`config.mk`:
```
export PLATFORM = sky130hd
export DESIGN_NAME = feedback_priority_ready_queue_top
export DESIGN_NICKNAME = d
export VERILOG_FILES = /design/src/hdl/fprq_pkg.sv /design/src/hdl/fprq_store.sv /design/src/hdl/fprq_ctrl.sv /design/src/hdl/feedback_priority_ready_queue_top.sv
export SDC_FILE = /design/constraint.sdc
export NUM_CORES = 1
export LEC_CHECK = 0
export ABC_AREA = 1
export BUFFER_PORTS_ARGS = -buffer_cell sky130_fd_sc_hd__buf_2
export CAP_MARGIN = 20
export CORE_MARGIN = 2
export CORE_UTILIZATION = 54
export CTS_CLUSTER_SIZE = 25
export DETAILED_ROUTE_END_ITERATION = 6
export PLACE_DENSITY = 0.77
export SLEW_MARGIN = 20
export SYNTH_ARGS = -nofsm -noshare
export SYNTH_HDL_FRONTEND = slang
export SYNTH_SLANG_ARGS = --single-unit
```
`constraint.sdc`:
```
create_clock -name clock -period 8.5 [get_ports clock]
set_input_delay 0.425 -clock clock [delete_from_list [all_inputs] [get_ports clock]]
set_output_delay 0.425 -clock clock [all_outputs]
set_load 0.01 [all_outputs]
```
`src/hdl/fprq_pkg.sv`:
```
package fprq_pkg;

   // field widths of a transaction
   localparam int CMD_W    = 2;
   localparam int ID_W     = 6;
   localparam int LVL_W    = 2;
   localparam int TIME_W   = 16;
   localparam int STATUS_W = 2;

   // priority levels
   localparam int NUM_LEVELS = 3;
   localparam logic [LVL_W-1:0] LEVEL_LOW  = 2'd0;
   localparam logic [LVL_W-1:0] LEVEL_MID  = 2'd1;
   localparam logic [LVL_W-1:0] LEVEL_HIGH = 2'd2;
   localparam logic [LVL_W-1:0] LEVEL_OVER = 2'd3;

   // command codes
   localparam logic [CMD_W-1:0] CMD_ENQUEUE = 2'd0;
   localparam logic [CMD_W-1:0] CMD_DEQUEUE = 2'd1;
   localparam logic [CMD_W-1:0] CMD_REQUEUE = 2'd2;

   // status codes
   localparam logic [STATUS_W-1:0] STATUS_DONE  = 2'd0;
   localparam logic [STATUS_W-1:0] STATUS_EMPTY = 2'd1;
   localparam logic [STATUS_W-1:0] STATUS_FULL  = 2'd2;

   // result of one transaction, before the store read data is merged in
   typedef struct packed {
      logic [STATUS_W-1:0] status;
      logic [ID_W-1:0]     thread_id;
      logic [LVL_W-1:0]    level;
      logic                changed;
      logic                from_store;
   } fprq_result_type;

endpackage

```
`src/hdl/fprq_store.sv`:
```
module fprq_store #(
   parameter int LEVEL_DEPTH = 16,
   localparam int PTR_W = $clog2(LEVEL_DEPTH)
) (
   input  logic                        clock,
   input  logic                        wr_en,
   input  logic [fprq_pkg::LVL_W-1:0]  wr_level,
   input  logic [PTR_W-1:0]            wr_ptr,
   input  logic [fprq_pkg::ID_W-1:0]   wr_data,
   input  logic                        rd_en,
   input  logic [fprq_pkg::LVL_W-1:0]  rd_level,
   input  logic [PTR_W-1:0]            rd_ptr,
   output logic [fprq_pkg::ID_W-1:0]   rd_data
);
   import fprq_pkg::*;

   // one row of slots per level
   logic [ID_W-1:0] slots [NUM_LEVELS][LEVEL_DEPTH];
   logic [ID_W-1:0] rd_data_ff;

   // write port
   always_ff @(posedge clock) begin
      if (wr_en) begin
         slots[wr_level][wr_ptr] <= wr_data;
      end
   end

   // registered read port, holds while no new read comes
   always_ff @(posedge clock) begin
      if (rd_en) begin
         rd_data_ff <= slots[rd_level][rd_ptr];
      end
   end

   assign rd_data = rd_data_ff;

endmodule

```
`src/hdl/fprq_ctrl.sv`:
```
module fprq_ctrl #(
   parameter int LEVEL_DEPTH = 16,
   localparam int PTR_W = $clog2(LEVEL_DEPTH),
   localparam int CNT_W = $clog2(LEVEL_DEPTH + 1)
) (
   input  logic                          clock,
   input  logic                          reset,
   input  logic                          accept,
   input  logic [fprq_pkg::CMD_W-1:0]    command,
   input  logic [fprq_pkg::ID_W-1:0]     thread_id,
   input  logic [fprq_pkg::LVL_W-1:0]    priority_in,
   input  logic [fprq_pkg::TIME_W-1:0]   time_used,
   input  logic [fprq_pkg::TIME_W-1:0]   quantum_ticks,
   output fprq_pkg::fprq_result_type     result,
   output logic                          wr_en,
   output logic [fprq_pkg::LVL_W-1:0]    wr_level,
   output logic [PTR_W-1:0]              wr_ptr,
   output logic                          rd_en,
   output logic [fprq_pkg::LVL_W-1:0]    rd_level,
   output logic [PTR_W-1:0]              rd_ptr
);
   import fprq_pkg::*;

   logic [PTR_W-1:0] head_ff  [NUM_LEVELS];
   logic [PTR_W-1:0] tail_ff  [NUM_LEVELS];
   logic [CNT_W-1:0] count_ff [NUM_LEVELS];

   logic [LVL_W-1:0] pri_sat;
   logic [LVL_W-1:0] new_pri;
   logic [LVL_W-1:0] push_level;
   logic [LVL_W-1:0] deq_level;
   logic             any_queued;
   logic             level_full;
   logic             push_ok;
   logic             deq_ok;

   function automatic logic [PTR_W-1:0] wrap_inc(input logic [PTR_W-1:0] ptr);
      logic [PTR_W-1:0] nxt;
      if (ptr == PTR_W'(LEVEL_DEPTH - 1)) begin
         nxt = '0;
      end else begin
         nxt = ptr + 1'b1;
      end
      return nxt;
   endfunction

   // priority saturation and feedback adjust
   always_comb begin
      pri_sat = (priority_in == LEVEL_OVER) ? LEVEL_HIGH : priority_in;
      if (time_used < quantum_ticks) begin
         new_pri = (pri_sat == LEVEL_HIGH) ? LEVEL_HIGH : pri_sat + 1'b1;
      end else begin
         new_pri = (pri_sat == LEVEL_LOW) ? LEVEL_LOW : pri_sat - 1'b1;
      end
      push_level = (command == CMD_REQUEUE) ? new_pri : pri_sat;
      level_full = (count_ff[push_level] == CNT_W'(LEVEL_DEPTH));
   end

   // highest non-empty level for a dequeue
   always_comb begin
      any_queued = 1'b1;
      if (count_ff[LEVEL_HIGH] != '0) begin
         deq_level = LEVEL_HIGH;
      end else if (count_ff[LEVEL_MID] != '0) begin
         deq_level = LEVEL_MID;
      end else begin
         deq_level  = LEVEL_LOW;
         any_queued = (count_ff[LEVEL_LOW] != '0);
      end
   end

   // command decode and result fields
   always_comb begin
      result  = '0;
      push_ok = 1'b0;
      deq_ok  = 1'b0;
      unique case (command) inside
         CMD_ENQUEUE, CMD_REQUEUE: begin
            push_ok          = !level_full;
            result.status    = level_full ? STATUS_FULL : STATUS_DONE;
            result.thread_id = thread_id;
            result.level     = push_level;
            result.changed   = (command == CMD_REQUEUE) && (new_pri != pri_sat);
         end
         CMD_DEQUEUE: begin
            deq_ok            = any_queued;
            result.status     = any_queued ? STATUS_DONE : STATUS_EMPTY;
            result.level      = any_queued ? deq_level : LEVEL_LOW;
            result.from_store = any_queued;
         end
         default: begin
            result = '0;
         end
      endcase
   end

   // store access
   assign wr_en    = accept && push_ok;
   assign wr_level = push_level;
   assign wr_ptr   = tail_ff[push_level];
   assign rd_en    = accept && deq_ok;
   assign rd_level = deq_level;
   assign rd_ptr   = head_ff[deq_level];

   // per-level pointers and fill counts
   always_ff @(posedge clock) begin
      if (reset) begin
         for (int l = 0; l < NUM_LEVELS; l++) begin
            head_ff[l]  <= '0;
            tail_ff[l]  <= '0;
            count_ff[l] <= '0;
         end
      end else begin
         if (wr_en) begin
            tail_ff[push_level]  <= wrap_inc(tail_ff[push_level]);
            count_ff[push_level] <= count_ff[push_level] + 1'b1;
         end
         if (rd_en) begin
            head_ff[deq_level]  <= wrap_inc(head_ff[deq_level]);
            count_ff[deq_level] <= count_ff[deq_level] - 1'b1;
         end
      end
   end

endmodule

```
`src/hdl/feedback_priority_ready_queue_top.sv`:
```
// Three-level feedback ready queue of thread ids.
// Request channel (req_*): command, thread id, current priority and, for a
// requeue, the time used and the quantum. Response channel (rsp_*): status,
// thread id, priority and a priority-changed flag. Both are valid/ready.
// Every request transaction gives exactly one response transaction.
// Enqueue appends the id to the FIFO of its priority; dequeue pops the oldest
// id of the highest non-empty level; requeue moves the priority up one when
// the time used is below the quantum, else down one (clamped), then enqueues.
// The response is valid in the cycle after the request is taken.
// Throughput: one transaction per cycle while responses are taken. Pointer
// and count update, the level select and the slot memory access all happen
// as the request is taken; the dequeued id comes from the registered read
// port of the slot memory. Reset empties all three levels at once; slot
// contents are not cleared. When the receiver stalls, the response register
// holds and req_ready drops until the response is taken; a new request is
// taken in the same cycle the waiting response leaves.
module feedback_priority_ready_queue_top #(
   parameter int LEVEL_DEPTH = 16
) (
   input  logic                                clock,
   input  logic                                reset,
   input  logic                                req_valid,
   output logic                                req_ready,
   input  logic [fprq_pkg::CMD_W-1:0]          req_command,
   input  logic [fprq_pkg::ID_W-1:0]           req_thread_id,
   input  logic [fprq_pkg::LVL_W-1:0]          req_priority_in,
   input  logic [fprq_pkg::TIME_W-1:0]         req_time_used,
   input  logic [fprq_pkg::TIME_W-1:0]         req_quantum_ticks,
   output logic                                rsp_valid,
   input  logic                                rsp_ready,
   output logic [fprq_pkg::STATUS_W-1:0]       rsp_status,
   output logic [fprq_pkg::ID_W-1:0]           rsp_thread_out,
   output logic [fprq_pkg::LVL_W-1:0]          rsp_priority_out,
   output logic                                rsp_priority_changed
);
   import fprq_pkg::*;

   localparam int PTR_W = $clog2(LEVEL_DEPTH);

   logic              accept;
   fprq_result_type   result;
   fprq_result_type   result_ff;
   logic              rsp_valid_ff;
   logic              rsp_valid_in;
   logic              wr_en;
   logic [LVL_W-1:0]  wr_level;
   logic [PTR_W-1:0]  wr_ptr;
   logic              rd_en;
   logic [LVL_W-1:0]  rd_level;
   logic [PTR_W-1:0]  rd_ptr;
   logic [ID_W-1:0]   rd_data;

   // take a request whenever the response register is free or draining
   assign req_ready = !rsp_valid_ff || rsp_ready;
   assign accept    = req_valid && req_ready;

   fprq_ctrl #(.LEVEL_DEPTH(LEVEL_DEPTH)) u_ctrl (
      .clock         (clock),
      .reset         (reset),
      .accept        (accept),
      .command       (req_command),
      .thread_id     (req_thread_id),
      .priority_in   (req_priority_in),
      .time_used     (req_time_used),
      .quantum_ticks (req_quantum_ticks),
      .result        (result),
      .wr_en         (wr_en),
      .wr_level      (wr_level),
      .wr_ptr        (wr_ptr),
      .rd_en         (rd_en),
      .rd_level      (rd_level),
      .rd_ptr        (rd_ptr)
   );

   fprq_store #(.LEVEL_DEPTH(LEVEL_DEPTH)) u_store (
      .clock    (clock),
      .wr_en    (wr_en),
      .wr_level (wr_level),
      .wr_ptr   (wr_ptr),
      .wr_data  (req_thread_id),
      .rd_en    (rd_en),
      .rd_level (rd_level),
      .rd_ptr   (rd_ptr),
      .rd_data  (rd_data)
   );

   // response register
   assign rsp_valid_in = accept || (rsp_valid_ff && !rsp_ready);

   always_ff @(posedge clock) begin
      if (reset) begin
         rsp_valid_ff <= 1'b0;
      end else begin
         rsp_valid_ff <= rsp_valid_in;
      end
   end

   always_ff @(posedge clock) begin
      if (accept) begin
         result_ff <= result;
      end
   end

   // dequeued ids come straight from the store read register
   assign rsp_valid            = rsp_valid_ff;
   assign rsp_status           = result_ff.status;
   assign rsp_thread_out       = result_ff.from_store ? rd_data : result_ff.thread_id;
   assign rsp_priority_out     = result_ff.level;
   assign rsp_priority_changed = result_ff.changed;

   // a taken request always leaves a response behind
   assert property (@(posedge clock) disable iff (reset)
      accept |=> rsp_valid)
      else $error("request taken without a response");

   // empty dequeue answers with zero id and level
   assert property (@(posedge clock) disable iff (reset)
      (rsp_valid && rsp_status == STATUS_EMPTY) |->
         (rsp_thread_out == '0 && rsp_priority_out == LEVEL_LOW && !rsp_priority_changed))
      else $error("empty dequeue with nonzero fields");

   // a response never carries the out-of-range level
   assert property (@(posedge clock) disable iff (reset)
      rsp_valid |-> (rsp_priority_out != LEVEL_OVER))
      else $error("response level out of range");

   // a store read happens only for an accepted dequeue
   assert property (@(posedge clock) disable iff (reset)
      rd_en |-> (accept && req_command == CMD_DEQUEUE && !wr_en))
      else $error("store read outside a dequeue");

endmodule
```
==> reports/results.ini, run 1 <==
[global_route]
antenna_found_initial=0
grt.overflow.total=0
grt_pass1_wl_um=56200
grt_pass1_vias=9888
grtUsageTotal=0.255
grt_max_degree=69

[logic_synthesis]
synthTopCellsByArea=edfxtp_1, nand2_1, nand3_1, nor2_1, nand4_1
synth_cells=1330
syn_nets=1399
synth_top_area_frac=0.686
yosys_warnings=0
synth_cell_types=44
ys_ff_latch=346
synth_top_area_cell=edfxtp_1
syn_area_per_cell_um2=11.4
async_reset_ff_frac=0
synth_area_um2=15100
yosysMostFrequentCell=nand2_1
seq_area_frac_synth=0.687
synth_edf_count=345
synthFlopType=edfxtp_1
synthTopCellsByCount=nand2_1, edfxtp_1, nor2_1

[place]
post-dp-hpwl_um=23000
gp_congestion=0.944
placed_area_um2=15600
portBuffers=58
dp_slack_ps=3750
dp.cells=1713

[job]
drv_cap=0

[worst_setup_path]
rr_endpoint=u_ctrl.head_ff[1][3]
worstSetupEndpointType=flip-flop
arrival_ps=5220
reg2reg_depth=10
start_kind=flip-flop
r2r_setup_slack_ps=3560
r2r_start=u_ctrl.count_ff[2][1]
worstSetupPathType=reg -> reg
required_ps=8770
cp_max_fo=68

[sta]
worstMarginPinSlew_ps=1030
post-route-period-util=0.582
rsz0062_at_grt=false
setup_viol=0
clock.fmax_ghz=0.202
tns_ps=0
finalHoldViolCount=0
fin_skew_ps=22.8
setup_slack_ps=3560
period_needed_ps=4940
drv_slew=0
relSlewSlack=0.315

[route]
via_count=10300
wl_um=36600
drc=8
viasPerCell=5.79
first_pass_iters=7
wl_per_cell_um=20.6
drt_iter0_drc=1479
ant_nets=0

[hold_path]
hold_class=in -> reg
min_to=rsp_valid
worstHoldStart=reset
holdPathStages=2

[finish]
final_layout_size_suffix_gt1_frac=0.117
nets=1441
regArea_um2=10400
fillers=2134
multi_input_area_um2=4080
fin_area_um2=16700
syn_to_final_growth_pct=10.3
fin_util=0.602
antenna_cells=0
final_cells=1775

[clock_tree]
clk_pin_slew_ps=60
cts_buffers=35
clock_latency_ps=540
cts_resized=0
numClockSinks=346
cts-root-buf=clkbuf_16
htreeDepth=2
hold_buffers=0
cts_tree=built
post_cts_buffers=0
cts.path.max_buffers=3

[power]
power_frac_comb=0.093
p_sw_w=0.000894
power.internal_w=0.00281
p_per_area_nw_per_um2=222
p_leak_nw=6.15
p_sw_frac=0.241
clock_power_share=0.391
vdd.ir_drop.worst_uv=153
pwr-share-seq=0.517

[floorplan]
dieHeight_um=171
io_pins=59
core_um2=27700
fp-row-count=61
die_area_um2=29300
die_w_um=171
start_util=0.545

[run_status]
outcome=finished, violations left
violations=design-rule violations

## cells by family (layout without fill, tap and decap cells)
group / after synthesis / after routing / synth area share
flops: 346 / 346 / 0.687
compound gates: 68 / 68 / 0.0320
simple gates: 739 / 739 / 0.213
xor+xnor: 1 / 1 / 0.000580
fa+ha+maj: 23 / 23 / 0.0190
mux: 6 / 6 / 0.00447
buf+inv: 147 / 214 / 0.0439
## per-stage QoR
step,hold slack [ps],power (W)
floorplan,494,0.00216
global placement,504,0.00228
detailed placement,511,0.00229
CTS,88.9,0.00371
global route,98.4,0.00382
finish,95.4,0.00371
## final cells by class
cell class | count | share of cell area
clock buffer | 41 | 0.0539
clock inverter | 21 | 0.00968
inverter | 88 | 0.0203
multi-input combinational | 837 | 0.245
sequential | 346 | 0.623
tap | 378 | 0.0284
timing repair buffer | 64 | 0.0201
## worst max-delay path, stage by stage (launching register included)
cell,delay (ps)
edfxtp_1,430
nor3_2,290
nand3_4,620
nor2_4,1020
buf_4,790
a221oi_2,110
buf_4,230
nor2_1,590
nand2_1,210
a21oi_2,260
nor2_1,70
## flip-flops by register name, indices dropped and copies added, names as in the netlist
register	flops
result_ff	7
rsp_valid	1
rsp_priority_changed	1
u_store.rd_data	6
rsp_priority_out	2
u_ctrl.count_ff	15
rsp_status	2
u_ctrl.head_ff	12
u_store.slots	288
u_ctrl.tail_ff	12
## per-layer routing
metal  track usage  routed length (µm)
met2         0.407               17200
met3        0.0561                3720
met1         0.342               14200
met4         0.107                1460
met5             0                   0
## how the worst max path moves through the flow
stage                                      end  slack [ps]                   from
after CTS                 u_ctrl.head_ff[1][3]        3660  u_ctrl.count_ff[2][1]
after global placement    u_ctrl.head_ff[1][3]        3880  u_ctrl.count_ff[2][1]
after detailed placement  u_ctrl.head_ff[1][3]        3750  u_ctrl.count_ff[2][1]
final                     u_ctrl.head_ff[1][3]        3560  u_ctrl.count_ff[2][1]
after floorplan            u_store.slots[2][0]        5360  req_quantum_ticks[15]
after global routing      u_ctrl.head_ff[1][3]        3360  u_ctrl.count_ff[2][1]
## power by group through the flow
| stage | Sequential [W] | Combinational (W) | Clock (W) |
|---|---|---|---|
| after global routing | 0.00192 | 0.000374 | 0.00153 |
| after floorplan | 0.00195 | 0.000216 | 0 |
| final | 0.00192 | 0.000343 | 0.00145 |
| after CTS | 0.00192 | 0.000337 | 0.00146 |
| after detailed placement | 0.00195 | 0.000334 | 0 |
| after global placement | 0.00195 | 0.000331 | 0 |
## cell usage in the layout, fill, tap and decap left out, types with 8 or more instances in the layout
cell / netlist / final
nand2_1: 417 / 417
edfxtp_1: 345 / 345
nor2_1: 123 / 123
nand3_1: 102 / 102
inv_1: 80 / 80
nand4_1: 58 / 58
buf_2: 26 / 58
clkbuf_16: 0 / 35
ha_1: 23 / 23
a31oi_1: 13 / 13
a21oi_1: 13 / 13
nand2_2: 10 / 10
clkinv_1: 1 / 10
o21ai_0: 9 / 9
a211o_1: 9 / 9
nor2_4: 7 / 8
Note: power is estimated with default switching activity, not from simulation.
==> run 2, diff against run 1 <==
Settings changed: ABC_AREA 1 to 0, PLACE_DENSITY 0.77 to 0.8.
Clock period 8.5 ns to 4.25 ns, I/O delays scaled along.
==> reports/results.ini, run 2 <==
[run_status]
outcome=finished, final reports clean  ; was finished, violations left

[clock_tree]
cts.path.max_buffers=3  ; unchanged
clk_pin_slew_ps=60  ; about the same
cts_buffers=35  ; unchanged
cts-root-buf=clkbuf_16  ; unchanged
numClockSinks=346  ; unchanged
htreeDepth=2  ; unchanged
clock_latency_ps=520  ; was 540 ps
cts_tree=built  ; unchanged
cts_resized=0  ; unchanged

[logic_synthesis]
synthFlopType=edfxtp_1  ; unchanged
syn_area_per_cell_um2=13.5  ; was 11.4 µm²
synth_simple_gate_area_frac=0.0853  ; was 0.213
synth_cells=1126  ; was 1330
yosys_warnings=0  ; unchanged
seq_area_frac_synth=0.683  ; was 0.687
synth_top_family_by_area=compound AO/OA/AOI/OAI gates  ; was simple AND/OR/NAND/NOR gates
synth_mux_area_frac=0.0709  ; was 0.00447
synthTopCellsByCount=edfxtp_1, nor2_1, mux2i_1  ; was nand2_1, edfxtp_1, nor2_1
synth_area_um2=15200  ; was 15100 µm²
yosysMostFrequentCell=edfxtp_1  ; was nand2_1
synth_compound_area_frac=0.109  ; was 0.0320
synth_top_area_frac=0.681  ; was 0.686
syn_nets=1195  ; was 1399
synth_fa_ha_area_frac=0.0189  ; was 0.0190
async_reset_ff_frac=0  ; unchanged
synth_top_area_cell=edfxtp_1  ; unchanged
synth_edf_count=345  ; unchanged
ys_ff_latch=346  ; unchanged
synth_cell_types=65  ; was 44
synthTopCellsByArea=edfxtp_1, mux2i_1, o211ai_1, nor2_1, a21oi_1  ; was edfxtp_1, nand2_1, nand3_1, nor2_1, nand4_1
synthXorXnorAreaFrac=0.00403  ; was 0.000580

[route]
wl_per_cell_um=21.0  ; was 20.6 µm
drc=0  ; was 8
drt_iter0_drc=1315  ; was 1479
wl_um=33600  ; was 36600 µm
viasPerCell=5.98  ; was 5.79
ant_nets=0  ; unchanged
via_count=9580  ; was 10300
first_pass_iters=6  ; was 7

[floorplan]
dieHeight_um=172  ; was 171 µm
core_um2=27800  ; was 27700 µm²
fp-row-count=61  ; unchanged
die_area_um2=29500  ; was 29300 µm²
die_w_um=172  ; was 171 µm
start_util=0.547  ; was 0.545
io_pins=59  ; unchanged

[place]
gp_congestion=0.943  ; was 0.944
placed_area_um2=16100  ; was 15600 µm²
portBuffers=58  ; unchanged
post-dp-hpwl_um=21400  ; was 23000 µm

[finish]
largest_register=u_store.slots  ; unchanged
largest_reg_flops=288  ; unchanged
final_common_cell=edfxtp_1  ; was nand2_1
antenna_cells=0  ; unchanged
syn_to_final_growth_pct=12.6  ; was 10.3%
layout_common_cells=edfxtp_1, nor2_1, mux2i_1  ; was nand2_1, edfxtp_1, nor2_1
reg_top3=u_store.slots (288), u_ctrl.count_ff (15)  ; unchanged
nets=1271  ; was 1441
fin_area_um2=17100  ; was 16700 µm²
final_layout_size_suffix_gt1_frac=0.143  ; was 0.117

[power]
p_sw_w=0.00175  ; was 0.000894 W
p_leak_nw=5.74  ; was 6.15 nW
pwr-share-seq=0.518  ; was 0.517
clock_power_share=0.378  ; was 0.391
p_per_area_nw_per_um2=432  ; was 222 nW/µm²
power_frac_comb=0.104  ; was 0.093
p_sw_frac=0.237  ; was 0.241
power.internal_w=0.00564  ; was 0.00281 W
vdd.ir_drop.worst_uv=320  ; was 153 µV

[worst_setup_path]
r2r_setup_slack_ps=520  ; was 3560 ps
cp_slowest_cell=nor2b_1  ; was nor2_4
cp_top_family=simple AND/OR/NAND/NOR gates  ; unchanged
worstSetupPathType=reg -> reg  ; unchanged
worstSetupEndpointType=flip-flop  ; unchanged
start_kind=flip-flop  ; unchanged
crit_chain=nor4_1 > and2_4 > mux2i_1 > o21ai_0 > buf_4 > nor2b_1 > o211ai_1 > nand3_1 > o22ai_1 > a21o_1  ; was nor3_2 > nand3_4 > nor2_4 > buf_4 > a221oi_2 > buf_4 > nor2_1 > nand2_1 > a21oi_2 > nor2_1
cpPeakStageDelay_ps=790  ; was 1020 ps
arrival_ps=3980  ; was 5220 ps
reg2reg_depth=10  ; unchanged
cp_max_fo=19  ; was 68
required_ps=4500  ; was 8770 ps
path_depth=10  ; unchanged
path_buf_inv=1  ; was 2

[sta]
fin_skew_ps=24.6  ; was 22.8 ps
setup_viol=0  ; unchanged
rsz0062_at_grt=false  ; unchanged
finalHoldViolCount=0  ; unchanged
worstMarginPinSlew_ps=1090  ; was 1030 ps
tns_ps=0  ; unchanged
post-route-period-util=0.877  ; was 0.582
clock.fmax_ghz=0.268  ; was 0.202 GHz
period_needed_ps=3730  ; was 4940 ps
relSlewSlack=0.272  ; was 0.315
drv_slew=0  ; unchanged

[hold_path]
holdPathStages=3  ; was 2
hold_class=in -> reg  ; unchanged

[global_route]
antenna_found_initial=0  ; unchanged
grtUsageTotal=0.228  ; was 0.255
grt_pass1_wl_um=50800  ; was 56200 µm
grt_pass1_vias=9299  ; was 9888
grt.overflow.total=0  ; unchanged
grt_max_degree=107  ; was 69

[job]
drv_cap=0  ; unchanged

==> run 2: changes by cell type after synthesis, moves of 45 or more <==
cell      before  now
nand3_1      102   31
a21oi_1       13   58
nand2_1      417   66
nand4_1       58    3
mux2i_1        0  101
o211ai_1       6   84
==> run 2: tightest hold or removal path, cell delays in order <==
cell	delay, ps
buf_2	70
nand2b_1	120
a21oi_1	70
==> run 2: kinds of logic after synthesis <==
group                    Yosys count
AO/OA/AOI/OAI                    237
buffers and inverters            109
flip-flops                       346
adder cells (fa/ha/maj)           23
AND/OR/NAND/NOR                  297
XOR/XNOR                           7
multiplexers                     107
==> run 2: area by class of cell <==
type / count / area (µm²)
inverters: 37 / 139
clock buffers: 43 / 906
multi-input cells: 671 / 4400
flip-flops and latches: 346 / 10400
well taps: 378 / 473
clock inverters: 16 / 120
fillers: 2065 / 10700
repair buffers: 111 / 703
==> run 2: timing repair <==
item | 4_1_cts | 5_1_grt
setup buffers | 0 | 0
hold buffers | 1 | 0
hold endpoints to repair | 1 | 0
==> run 2: metrics by stage <==
step	utilization	total power [W]	instances	hold slack (ps)	worst slack, ps
finish	0.616	0.00739	1602	27.3	524
CTS	0.616	0.00742	1602	20.0	634
floorplan	-	0.00438	1126	311	744
global placement	0.579	0.00464	1542	461	305
detailed placement	0.579	0.00465	1542	493	173
global route	0.616	0.00761	1602	69.0	262
==> run 2: final timing paths <==
check | start | to
setup / recovery | u_ctrl.count_ff[1][1] | u_store.rd_data[4]
hold / removal | rsp_ready | rsp_valid
setup reg to reg | u_ctrl.count_ff[1][1] | u_store.rd_data[4]
hold reg to reg | rsp_valid | rsp_valid
==> run 2: power by group through the flow <==
stage | clock network, W | registers [W] | logic, W
detailed placement | 0 | 0.00390 | 0.000746
floorplan | 0 | 0.00389 | 0.000484
global placement | 0 | 0.00390 | 0.000735
global route | 0.00294 | 0.00383 | 0.000829
CTS | 0.00283 | 0.00383 | 0.000756
finish | 0.00280 | 0.00383 | 0.000765
==> run 2: per-layer routing <==
metal / up-vias / track usage / part of all wire
met4: 0 / 0.0786 / 0.030
met2: 494 / 0.365 / 0.46
met3: 90 / 0.0481 / 0.091
li1: 4408 / - / -
met1: 4588 / 0.312 / 0.42
met5: - / 0 / 0
